### config.mk
export PLATFORM = sky130hd
export DESIGN_NAME = chained_hash_table
export DESIGN_NICKNAME = d
export VERILOG_FILES = /design/src/hdl/chash_pkg.sv /design/src/hdl/chash_ctrl.sv /design/src/hdl/chash_dp.sv /design/src/hdl/chained_hash_table.sv
export SDC_FILE = /design/constraint.sdc
export NUM_CORES = 2
export LEC_CHECK = 0
export ABC_AREA = 1
export CAP_MARGIN = 0
export CORE_AREA = 5 5 643 486
export CTS_BUF_LIST = sky130_fd_sc_hd__clkbuf_8
export DETAILED_ROUTE_END_ITERATION = 8
export DIE_AREA = 0 0 648 491
export DONT_BUFFER_PORTS = 1
export SETUP_SLACK_MARGIN = 0.02
export SLEW_MARGIN = 20
export SYNTH_ARGS = -nofsm -noshare
export SYNTH_HDL_FRONTEND = slang
export SYNTH_SLANG_ARGS = --single-unit
### constraint.sdc
create_clock -name clock -period 21.1 [get_ports clock]
set_clock_uncertainty 0.1 [all_clocks]
set_input_delay 4.22 -clock clock [delete_from_list [all_inputs] [get_ports clock]]
set_output_delay 4.22 -clock clock [all_outputs]
set_load 0.01 [all_outputs]
### src/hdl/chash_pkg.sv
// Shared types and constants of the chained hash table.
package chash_pkg;

   localparam int BUCKETS          = 13;
   localparam int SLOTS_PER_BUCKET = 8;
   localparam int TABLE_SLOTS      = BUCKETS * SLOTS_PER_BUCKET;

   localparam int FUNC_W   = 2;
   localparam int KEY_W    = 31;
   localparam int STATUS_W = 2;
   localparam int COUNT_W  = 4;

   localparam int BKT_W  = (BUCKETS > 1) ? $clog2(BUCKETS) : 1;
   localparam int SLOT_W = (SLOTS_PER_BUCKET > 1) ? $clog2(SLOTS_PER_BUCKET) : 1;
   localparam int ADDR_W = $clog2(TABLE_SLOTS);
   localparam int CNT_W  = $clog2(SLOTS_PER_BUCKET + 1);

   // bucket = key - floor(key * RECIP >> SHIFT) * BUCKETS, exact for all keys
   localparam int SHIFT   = KEY_W + BKT_W;
   localparam int RECIP_W = KEY_W + 1;
   localparam int PROD_W  = KEY_W + RECIP_W;
   localparam logic [PROD_W-1:0] ONE_WIDE   = PROD_W'(1);
   localparam logic [PROD_W-1:0] RECIP_WIDE =
      ((ONE_WIDE << SHIFT) + PROD_W'(BUCKETS - 1)) / PROD_W'(BUCKETS);
   localparam logic [RECIP_W-1:0] RECIP = RECIP_WIDE[RECIP_W-1:0];

   typedef enum logic [FUNC_W-1:0] {
      FUNC_INSERT = 2'd0,
      FUNC_SEARCH = 2'd1,
      FUNC_REMOVE = 2'd2
   } func_type;

   typedef enum logic [STATUS_W-1:0] {
      STAT_DONE = 2'd0,
      STAT_MISS = 2'd1,
      STAT_FULL = 2'd2
   } status_type;

   typedef enum logic [2:0] {
      ST_IDLE,
      ST_MUL,
      ST_REM,
      ST_SCAN,
      ST_DRAIN,
      ST_FINISH
   } state_type;

   typedef struct packed {
      logic load_req;
      logic mul_en;
      logic start;
      logic issue;
      logic load_rsp;
   } ctrl_cmd_type;

   typedef struct packed {
      logic last_slot;
      logic out_free;
   } dp_stat_type;

endpackage

### src/hdl/chash_ctrl.sv
// Sequencer of the chained hash table: hash, slot scan, result handoff.
module chash_ctrl (
   input  logic                    clock,
   input  logic                    reset,
   input  logic                    req_valid,
   output logic                    req_ready,
   input  chash_pkg::dp_stat_type  stat,
   output chash_pkg::ctrl_cmd_type cmd
);
   import chash_pkg::*;

   state_type state_ff, state_in;

   always_ff @(posedge clock) begin
      if (reset) begin
         state_ff <= ST_IDLE;
      end else begin
         state_ff <= state_in;
      end
   end

   always_comb begin
      state_in = state_ff;
      case (state_ff)
         ST_IDLE: begin
            if (req_valid) state_in = ST_MUL;
         end
         ST_MUL:   state_in = ST_REM;
         ST_REM:   state_in = ST_SCAN;
         ST_SCAN: begin
            if (stat.last_slot) state_in = ST_DRAIN;
         end
         ST_DRAIN: state_in = ST_FINISH;
         ST_FINISH: begin
            if (stat.out_free) state_in = ST_IDLE;
         end
         default:  state_in = ST_IDLE;
      endcase
   end

   always_comb begin
      cmd       = '0;
      req_ready = 1'b0;
      case (state_ff)
         ST_IDLE: begin
            req_ready    = 1'b1;
            cmd.load_req = req_valid;
         end
         ST_MUL:    cmd.mul_en   = 1'b1;
         ST_REM:    cmd.start    = 1'b1;
         ST_SCAN:   cmd.issue    = 1'b1;
         ST_DRAIN:  cmd          = '0;
         ST_FINISH: cmd.load_rsp = stat.out_free;
         default:   cmd          = '0;
      endcase
   end

endmodule

### src/hdl/chash_dp.sv
// Datapath: bucket hash, key memory, valid bits, scan compare, result register.
module chash_dp (
   input  logic                               clock,
   input  logic                               reset,
   input  chash_pkg::ctrl_cmd_type            cmd,
   output chash_pkg::dp_stat_type             stat,
   input  logic [chash_pkg::FUNC_W-1:0]       req_func,
   input  logic [chash_pkg::KEY_W-1:0]        req_key,
   output logic                               rsp_valid,
   input  logic                               rsp_ready,
   output logic [chash_pkg::STATUS_W-1:0]     rsp_status,
   output logic [chash_pkg::KEY_W-1:0]        rsp_found_key,
   output logic [chash_pkg::COUNT_W-1:0]      rsp_removed_count
);
   import chash_pkg::*;

   logic [FUNC_W-1:0]      func_ff;
   logic [KEY_W-1:0]       key_ff;
   logic [PROD_W-1:0]      prod_ff;
   logic [BKT_W-1:0]       bucket_ff;
   logic [SLOT_W-1:0]      slot_ff;
   logic [SLOT_W-1:0]      slot_q_ff;
   logic                   chk_ff;
   logic                   vld_q_ff;
   logic [KEY_W-1:0]       rd_key_ff;
   logic [TABLE_SLOTS-1:0] vld_ff, vld_in;
   logic                   ins_done_ff;
   logic                   hit_ff;
   logic [CNT_W-1:0]       cnt_ff;
   logic                   rsp_valid_ff, rsp_valid_in;
   logic [STATUS_W-1:0]    rsp_status_ff, rsp_status_in;
   logic [KEY_W-1:0]       rsp_found_ff, rsp_found_in;
   logic [COUNT_W-1:0]     rsp_count_ff;

   logic [KEY_W-1:0]       key_mem [TABLE_SLOTS];

   logic [KEY_W-1:0]       quot;
   logic [KEY_W-1:0]       rem;
   logic [ADDR_W-1:0]      rd_addr;
   logic [ADDR_W-1:0]      wr_addr;
   logic                   match;
   logic                   do_ins;
   logic                   do_rmv;
   logic                   do_hit;
   logic [CNT_W+COUNT_W-1:0] cnt_wide;

   // quotient from the reciprocal product, then remainder
   always_comb begin
      quot = KEY_W'(prod_ff >> SHIFT);
      rem  = key_ff - quot * KEY_W'(BUCKETS);
   end

   assign rd_addr = ADDR_W'(bucket_ff) * ADDR_W'(SLOTS_PER_BUCKET) + ADDR_W'(slot_ff);
   assign wr_addr = ADDR_W'(bucket_ff) * ADDR_W'(SLOTS_PER_BUCKET) + ADDR_W'(slot_q_ff);

   // compare stage works on the slot read in the previous cycle
   assign match  = vld_q_ff && (rd_key_ff == key_ff);
   assign do_ins = chk_ff && (func_ff == FUNC_INSERT) && !vld_q_ff && !ins_done_ff;
   assign do_rmv = chk_ff && (func_ff == FUNC_REMOVE) && match;
   assign do_hit = chk_ff && (func_ff == FUNC_SEARCH) && match;

   always_ff @(posedge clock) begin
      if (cmd.load_req) begin
         func_ff <= req_func;
         key_ff  <= req_key;
      end
      if (cmd.mul_en) begin
         prod_ff <= PROD_W'(key_ff) * PROD_W'(RECIP);
      end
      if (cmd.start) begin
         bucket_ff <= BKT_W'(rem);
      end
      if (cmd.start) begin
         slot_ff <= '0;
      end else if (cmd.issue) begin
         slot_ff <= slot_ff + SLOT_W'(1);
      end
      if (cmd.issue) begin
         slot_q_ff <= slot_ff;
         vld_q_ff  <= vld_ff[rd_addr];
      end
   end

   always_ff @(posedge clock) begin
      if (do_ins) begin
         key_mem[wr_addr] <= key_ff;
      end
      if (cmd.issue) begin
         rd_key_ff <= key_mem[rd_addr];
      end
   end

   always_ff @(posedge clock) begin
      if (cmd.start) begin
         ins_done_ff <= 1'b0;
         hit_ff      <= 1'b0;
         cnt_ff      <= '0;
      end else begin
         if (do_ins) ins_done_ff <= 1'b1;
         if (do_hit) hit_ff      <= 1'b1;
         if (do_rmv) cnt_ff      <= cnt_ff + CNT_W'(1);
      end
   end

   always_comb begin
      vld_in = vld_ff;
      if (do_ins) vld_in[wr_addr] = 1'b1;
      if (do_rmv) vld_in[wr_addr] = 1'b0;
   end

   always_ff @(posedge clock) begin
      if (reset) begin
         vld_ff       <= '0;
         chk_ff       <= 1'b0;
         rsp_valid_ff <= 1'b0;
      end else begin
         vld_ff       <= vld_in;
         chk_ff       <= cmd.issue;
         rsp_valid_ff <= rsp_valid_in;
      end
   end

   always_comb begin
      rsp_status_in = STAT_MISS;
      rsp_found_in  = '0;
      case (func_ff)
         FUNC_INSERT: rsp_status_in = ins_done_ff ? STAT_DONE : STAT_FULL;
         FUNC_SEARCH: begin
            rsp_status_in = hit_ff ? STAT_DONE : STAT_MISS;
            rsp_found_in  = hit_ff ? key_ff : '0;
         end
         FUNC_REMOVE: rsp_status_in = (cnt_ff != '0) ? STAT_DONE : STAT_MISS;
         default:     rsp_status_in = STAT_MISS;
      endcase
   end

   assign cnt_wide = (func_ff == FUNC_REMOVE) ? {COUNT_W'(0), cnt_ff} : '0;

   always_ff @(posedge clock) begin
      if (cmd.load_rsp) begin
         rsp_status_ff <= rsp_status_in;
         rsp_found_ff  <= rsp_found_in;
         rsp_count_ff  <= cnt_wide[COUNT_W-1:0];
      end
   end

   always_comb begin
      rsp_valid_in = rsp_valid_ff;
      if (cmd.load_rsp) begin
         rsp_valid_in = 1'b1;
      end else if (rsp_ready) begin
         rsp_valid_in = 1'b0;
      end
   end

   assign stat.last_slot = (slot_ff == SLOT_W'(SLOTS_PER_BUCKET - 1));
   assign stat.out_free  = !rsp_valid_ff || rsp_ready;

   assign rsp_valid         = rsp_valid_ff;
   assign rsp_status        = rsp_status_ff;
   assign rsp_found_key     = rsp_found_ff;
   assign rsp_removed_count = rsp_count_ff;

endmodule

### src/hdl/chained_hash_table.sv
// Top level of the chained hash table: sequencer plus datapath.
//
//   channel  direction  handshake              payload
//   req      in         req_valid / req_ready  req_func, req_key
//   rsp      out        rsp_valid / rsp_ready  rsp_status, rsp_found_key,
//                                              rsp_removed_count
//
// A request runs from accept to the next accept through the reciprocal-multiply
// hash (multiply, then remainder and bucket load), a scan of every slot of the
// bucket on the key memory read port, a compare drain, the result load and the
// idle state in which the next request is accepted.
// Reset clears the state machine, all slot valid bits and the result valid flag.
// A result that is not taken holds in the output register while the next
// request is accepted; the load of a further result waits until it is taken.
module chained_hash_table (
   input  logic                           clock,
   input  logic                           reset,
   input  logic                           req_valid,
   output logic                           req_ready,
   input  logic [chash_pkg::FUNC_W-1:0]   req_func,
   input  logic [chash_pkg::KEY_W-1:0]    req_key,
   output logic                           rsp_valid,
   input  logic                           rsp_ready,
   output logic [chash_pkg::STATUS_W-1:0] rsp_status,
   output logic [chash_pkg::KEY_W-1:0]    rsp_found_key,
   output logic [chash_pkg::COUNT_W-1:0]  rsp_removed_count
);
   import chash_pkg::*;

   ctrl_cmd_type cmd;
   dp_stat_type  stat;

   chash_ctrl u_ctrl (
      .clock     (clock),
      .reset     (reset),
      .req_valid (req_valid),
      .req_ready (req_ready),
      .stat      (stat),
      .cmd       (cmd)
   );

   chash_dp u_dp (
      .clock             (clock),
      .reset             (reset),
      .cmd               (cmd),
      .stat              (stat),
      .req_func          (req_func),
      .req_key           (req_key),
      .rsp_valid         (rsp_valid),
      .rsp_ready         (rsp_ready),
      .rsp_status        (rsp_status),
      .rsp_found_key     (rsp_found_key),
      .rsp_removed_count (rsp_removed_count)
   );

endmodule

## After elaboration in Yosys (flattened, before gate mapping)

Memories as Yosys holds them, arrays and structs flattened. A register that Yosys moved wholly into a read port is not among the register bits.
Index checks and enable logic that the tools add are counted.

- $add $sub $neg: 5
- Multipliers: 2
- Div/mod/pow operators: 0
- Order comparisons: 3
- Equality and inequality tests: 12
- Shift-type cells: 0
- Multiplexer cells: 24
- Bitwise logic cells: 3
- Reduce and logical (&&, ||, !) cells: 19

Operators with widths:

| cell | number |
|---|---|
| 104-bit 2-to-1 mux | 2 |
| 104-bit bitwise AND | 1 |
| 104-bit inverter | 1 |
| 104-bit bitwise OR | 1 |
| 31-bit by 31-bit multiplier with 62-bit output (second input constant) | 1 |
| 31-bit equality test | 1 |
| 28-bit by 4-bit multiplier with 4-bit output (second input constant) | 1 |
| 3-bit one-hot mux with 6 select lines | 1 |
| 7-bit by 8-bit < comparator with 1-bit output (second input constant) | 2 |
| 7-bit by 3-bit adder with 7-bit output | 2 |
| 1-bit 2-to-1 mux | 14 |
| 3-bit equality test (second input constant) | 3 |
| 1-bit logical AND | 9 |
| 3-bit 2-to-1 mux | 3 |
| 1-bit binary-select mux with 7-bit select | 1 |
| 1-bit demux with 7-bit select | 1 |
| 7-bit by 1-bit >= comparator with 1-bit output (second input constant) | 1 |
| 3-bit by 2-bit equality test with 1-bit output (second input constant) | 2 |
| 2-bit one-hot mux with 3 select lines | 1 |
| 4-bit by 1-bit adder with 4-bit output (second input constant) | 1 |
| 2-bit != test (second input constant) | 2 |
| 4-bit nonzero test | 1 |
| 4-bit subtractor | 1 |
| 3-bit by 1-bit adder with 3-bit output (second input constant) | 1 |
| other kinds (12) | 14 |

- Register bits: 258
- Latch bits: 0
- RAM bits: 3224
- ROM bits: 0
- Bits of input ports: 37
- Output and inout bits: 39
- Word-level logic and storage cells: 86
- Memories kept: 1

Memory list:

| name | depth | bits a word | read ports | clocked after memory_dff | wr ports | line | source |
|---|---|---|---|---|---|---|---|
| u_dp.key_mem | 104 | 31 | 1 | 1 | 1 | chash_dp.sv:35 | `logic [KEY_W-1:0] key_mem [TABLE_SLOTS];` |

## Logic depth before layout (Yosys ltp)

- Depth after elaboration: 9
- Mapped depth: 28
- Depth with buffers taken out: 28

## Cells and area by module

Synthesis repeated with hierarchy kept, for this count alone.

- Cell total of the unflattened synthesis: 12374
- Area, all modules: 149171.8 um^2

Modules (own cells, without submodules):

| module | instances | cells an instance | area an instance (um^2) | seq. area each (um^2) |
|---|---|---|---|---|
| chash_dp | 1 | 12339 | 148941.6 | 102508.3 |
| chash_ctrl | 1 | 35 | 230.2 | 60.1 |

## Worst setup path before layout

Ideal clock, no wire load.

- Path type: in2reg
- Start point: input port rsp_ready
- End point: register u_dp.rsp_found_ff[0] (netlist: u_dp.rsp_found_key[0]) (enable)
- Setup time: 524 ps
- Arrival: 7801 ps
- Required time: 20476 ps
- Setup slack: 12676 ps
- Stages on the path: 2
- Path buffers: 0
- Cells stage by stage: nor2_1 -> nor4_1

RTL lines:

| what | line | source |
|---|---|---|
| from (decl) | chained_hash_table.sv:23 | `input logic rsp_ready,` |
| to (signal assigned) | chash_dp.sv:142 | `rsp_found_ff <= rsp_found_in;` |
| to (decl) | chash_dp.sv:32 | `logic [KEY_W-1:0] rsp_found_ff, rsp_found_in;` |

## Worst setup path in the final report

- Start point: register u_dp.key_ff[15]
- End point: register u_dp.prod_ff[37], data pin

- Word-level cells in the longest chain between the ends: 1

RTL lines:

| what | line | source |
|---|---|---|
| from (decl) | chash_dp.sv:18 | `logic [KEY_W-1:0] key_ff;` |
| from (signal assigned) | chash_dp.sv:65 | `key_ff <= req_key;` |
| 31-bit by 31-bit multiplier with 62-bit output | chash_dp.sv:68 | `prod_ff <= PROD_W'(key_ff) * PROD_W'(RECIP);` |
| to (signal assigned) | chash_dp.sv:68 |  |
| to (decl) | chash_dp.sv:19 | `logic [PROD_W-1:0] prod_ff;` |

No other way between the ends.
A chain may end at the register's enable or synchronous reset.

==> impl_metrics.tcl <==
set metrics [dict create \
    drtAntennaViolNets 0 \
    core_mm2 0.305 \
    overflow 0 \
    globalplace.congestion 0.943 \
    timing.rr.end "u_dp.prod_ff[37]" \
    tns_ps 0 \
    drive_gt1_share_pct 8.03 \
    grt_setup_unrepaired "false" \
    start_util_pct 48.8 \
    ys_ff_latch 3455 \
    yosys.area.top_type "edfxtp_1" \
    antenna_found_initial 40 \
    holdBufCountCts 0 \
    switchingPower_mw 13.3 \
    setup_viol_count_final 0 \
    status "completed" \
    drv_slew 0 \
    drc 0 \
    crit_buf_inv 8 \
    muxShareOfSynthArea_pct 0 \
    startpoint_type "flop" \
    wl_per_cell_um 27.2 \
    avgSynthCellArea_um2 11.8 \
    leakagePower_nw 57.2 \
    power.density_mw_per_mm2 175 \
    min_path_type "flop to flop" \
    swShare_pct 46.4 \
    die_x_um 648 \
    num_vias 99900 \
    clkPwrFrac_pct 18.4 \
    path_clk_slew_ps 60 \
    nets 13200 \
    rows 176 \
    power_frac_seq_pct 27.5 \
    cts_tree "done" \
    required_ps 21780 \
    drtIter0Drc 13200 \
    crit_path_end "u_dp.prod_ff[37]" \
    insertion_delay_ps 1070 \
    synth_top_family_by_area "simple AND/OR/NAND/NOR gates" \
    wl_um 468000 \
    fin_crit_ps 8470 \
    slew_headroom_pct 13.0 \
    hold_viol_final 0 \
    cts_setup_buffers 0 \
    hold_start "u_dp.key_ff[25]" \
    path_depth 23 \
    crit_type "flop to flop" \
    max-cap-violations 0 \
    syn_nets 13200 \
    h-tree-depth 6 \
    clockBufferDepth 4 \
    min_period_over_period_pct 40.2 \
    drtPass1Iterations 6 \
    fin_total_pwr_mw 28.7 \
    fillCellCount 26000 \
    irDropWorstVdd_uv 483 \
    yosysUniqueCellTypes 39 \
    synth-simple-area-share_pct 12.9 \
    synth_top_area_share_pct 67.3 \
    syn_to_final_growth_pct 9.96 \
    die_y_um 491 \
    synth_xor_area_share_pct 0.135 \
    dp_hpwl_um 254000 \
    grt_pass1_vias 96000 \
    cts_resized 0 \
    grt_usage_pct 28.7 \
    cp-end-kind "flop" \
    crit_arrival_ps 9150 \
    internal_power_mw 15.4 \
    cp_max_fo 61 \
    die_area_mm2 0.318 \
    synth_seq_area_share_pct 68.9 \
    ys_warn_count 0 \
    reg2reg_slack_ps 12630 \
    crit_path_start "u_dp.key_ff[15]" \
    synth_area_leaders "edfxtp_1, nor2_1, o21ai_0" \
    cpPeakStageDelay_ps 930 \
    grt_max_degree 206 \
    comb_power_share_pct 54.1 \
    synth_compound_area_share_pct 9.01 \
    clock_sinks 3455 \
    synthesis.area_mm2 0.149 \
    synth_fa_ha_area_share_pct 5.21 \
    cp_cell_sequence "buf_4 -> buf_4 -> inv_1 -> fa_1 -> inv_1 -> fa_1 -> inv_1 -> fa_1 -> fa_1 -> inv_1 -> ha_1 -> inv_1 -> fa_1 -> fa_1 -> inv_1 -> ha_1 -> nand2_1 -> nor2_1 -> nand2_1 -> nor4_1 -> nand4_1 -> nand4_1 -> nand2_1" \
    syn_inst 12600 \
    numCtsBuffers 549 \
    crit_path_top_delay_cell "edfxtp_1" \
    fmax_ghz 0.118 \
    r2r_start "u_dp.key_ff[15]" \
    critPathTopFamily "adder cells" \
    grt_pass1_wl_um 670000 \
    viasPerCell 5.81 \
    io_buffers 0 \
    cts_root_buf "clkbuf_8" \
    num_io_pins 76 \
    reg2reg_depth 23 \
    worstMarginPinSlew_ps 1300 \
]
-- worst min-delay path by stage --
stage,cells past startpoint,slack (ps),to
finish,0,360,u_dp.key_mem[52][25]
floorplan,0,330,u_dp.slot_q_ff[1]
global placement,0,330,u_dp.key_mem[52][25]
CTS,0,360,u_dp.key_mem[52][25]
detailed placement,0,350,u_dp.key_mem[52][25]
global route,0,370,u_dp.key_mem[52][25]
-- worst register-to-register path, stage by stage (launching register included) --
cell	delay (ps)
edfxtp_1	930
buf_4	610
buf_4	870
inv_1	230
fa_1	540
inv_1	70
fa_1	550
inv_1	80
fa_1	510
fa_1	520
inv_1	50
ha_1	270
inv_1	50
fa_1	450
fa_1	490
inv_1	40
ha_1	300
nand2_1	130
nor2_1	160
nand2_1	90
nor4_1	520
nand4_1	390
nand4_1	230
nand2_1	60
-- synthesized netlist by cell type (all sizes together) --
library cell  number
a211oi             1
a21boi             1
a21o               7
a21oi             37
a31oi             26
and3               1
buf              319
clkbuf           424
clkinv             5
dfxtp            118
edfxtp          3337
fa               245
ha               228
inv              693
nand2            499
nand3            703
nand3b             4
nand4             12
nor2            3593
nor3              21
nor4               4
nor4b              1
o211ai           479
o21a               1
o21ai           1817
o21bai             3
o221ai             1
o22ai             41
o31ai              1
o32ai              1
or2                2
xnor2             13
xor2              10
-- final cells by class --
class / instances / area (µm²) / share of cell area (%)
Clock buffer: 576 / 7930 / 4.84
Timing Repair Buffer: 257 / 2230 / 1.36
Inverter: 698 / 2650 / 1.62
Multi-Input combinational cell: 7752 / 41400 / 25.3
Clock inverter: 366 / 1850 / 1.13
Tap cell: 4094 / 5120 / 3.13
Sequential cell: 3455 / 103000 / 62.6
Antenna cell: 9 / 22.5 / 0.0138
-- logic make-up after synthesis --
family	Yosys count
simple gates	4840
compound gates	2416
flops	3455
xor+xnor	23
fa+ha+maj	473
buf+inv	1441
-- stage by stage --
stage	instances	setup slack [ps]	instance area [µm²]	utilization, %	hold slack, ps
after global placement	16300	12720	154000	50.4	333
after global routing	17200	12300	164000	53.6	372
after detailed placement	16300	12750	154000	50.4	350
after floorplan	12600	12680	149000	-	329
final	17200	12630	164000	53.6	364
after CTS	17200	12750	164000	53.6	365
-- flip-flops by register name (all words and copies together), names as in the netlist, 2 cells and up --
signal / count
u_dp.key_mem: 3224
u_dp.func_ff: 2
u_dp.bucket_ff: 4
u_dp.cnt_ff: 4
u_dp.prod_ff: 4
u_dp.key_ff: 31
u_dp.rd_key_ff: 31
u_dp.slot_q_ff: 3
u_dp.slot_ff: 3
u_dp.rsp_found_key: 31
u_dp.rsp_status: 2
u_ctrl.state_ff: 3
u_dp.rsp_removed_count: 4
u_dp.vld_ff: 104
-- power by group through the flow --
stage / Sequential, mW / Clock, mW / Combinational [mW]
2_1_floorplan: 8.09 / 0 / 10.0
3_3_place_gp: 8.04 / 0 / 15.7
3_5_place_dp: 8.04 / 0 / 15.4
4_1_cts: 7.90 / 5.36 / 15.5
5_1_grt: 7.89 / 5.68 / 17.3
6_report: 7.90 / 5.28 / 15.6
-- cell usage in the layout (no fill, tap or decap), types with 26 or more instances in the layout --
cell      instances
a21oi_1          37
nand3_1         702
inv_1           859
clkinv_2         44
buf_4           233
clkbuf_8        576
clkinv_1        103
fa_1            245
ha_1            228
o22ai_1          41
edfxtp_1       3337
nand2_1         498
o21ai_0        1368
dfxtp_1         115
a31oi_1          26
nor2_4          107
nor2_1         3486
o21ai_1         449
o211ai_1        479
-- routing by layer --
layer	wire length, µm	GRT usage, %	up-vias
li1	-	-	44500
met1	199000	42.2	49700
met2	206000	42.9	4965
met3	45100	5.57	825
met4	17800	10.2	10
met5	69	0	-
Power figures use the tool's default switching activity.
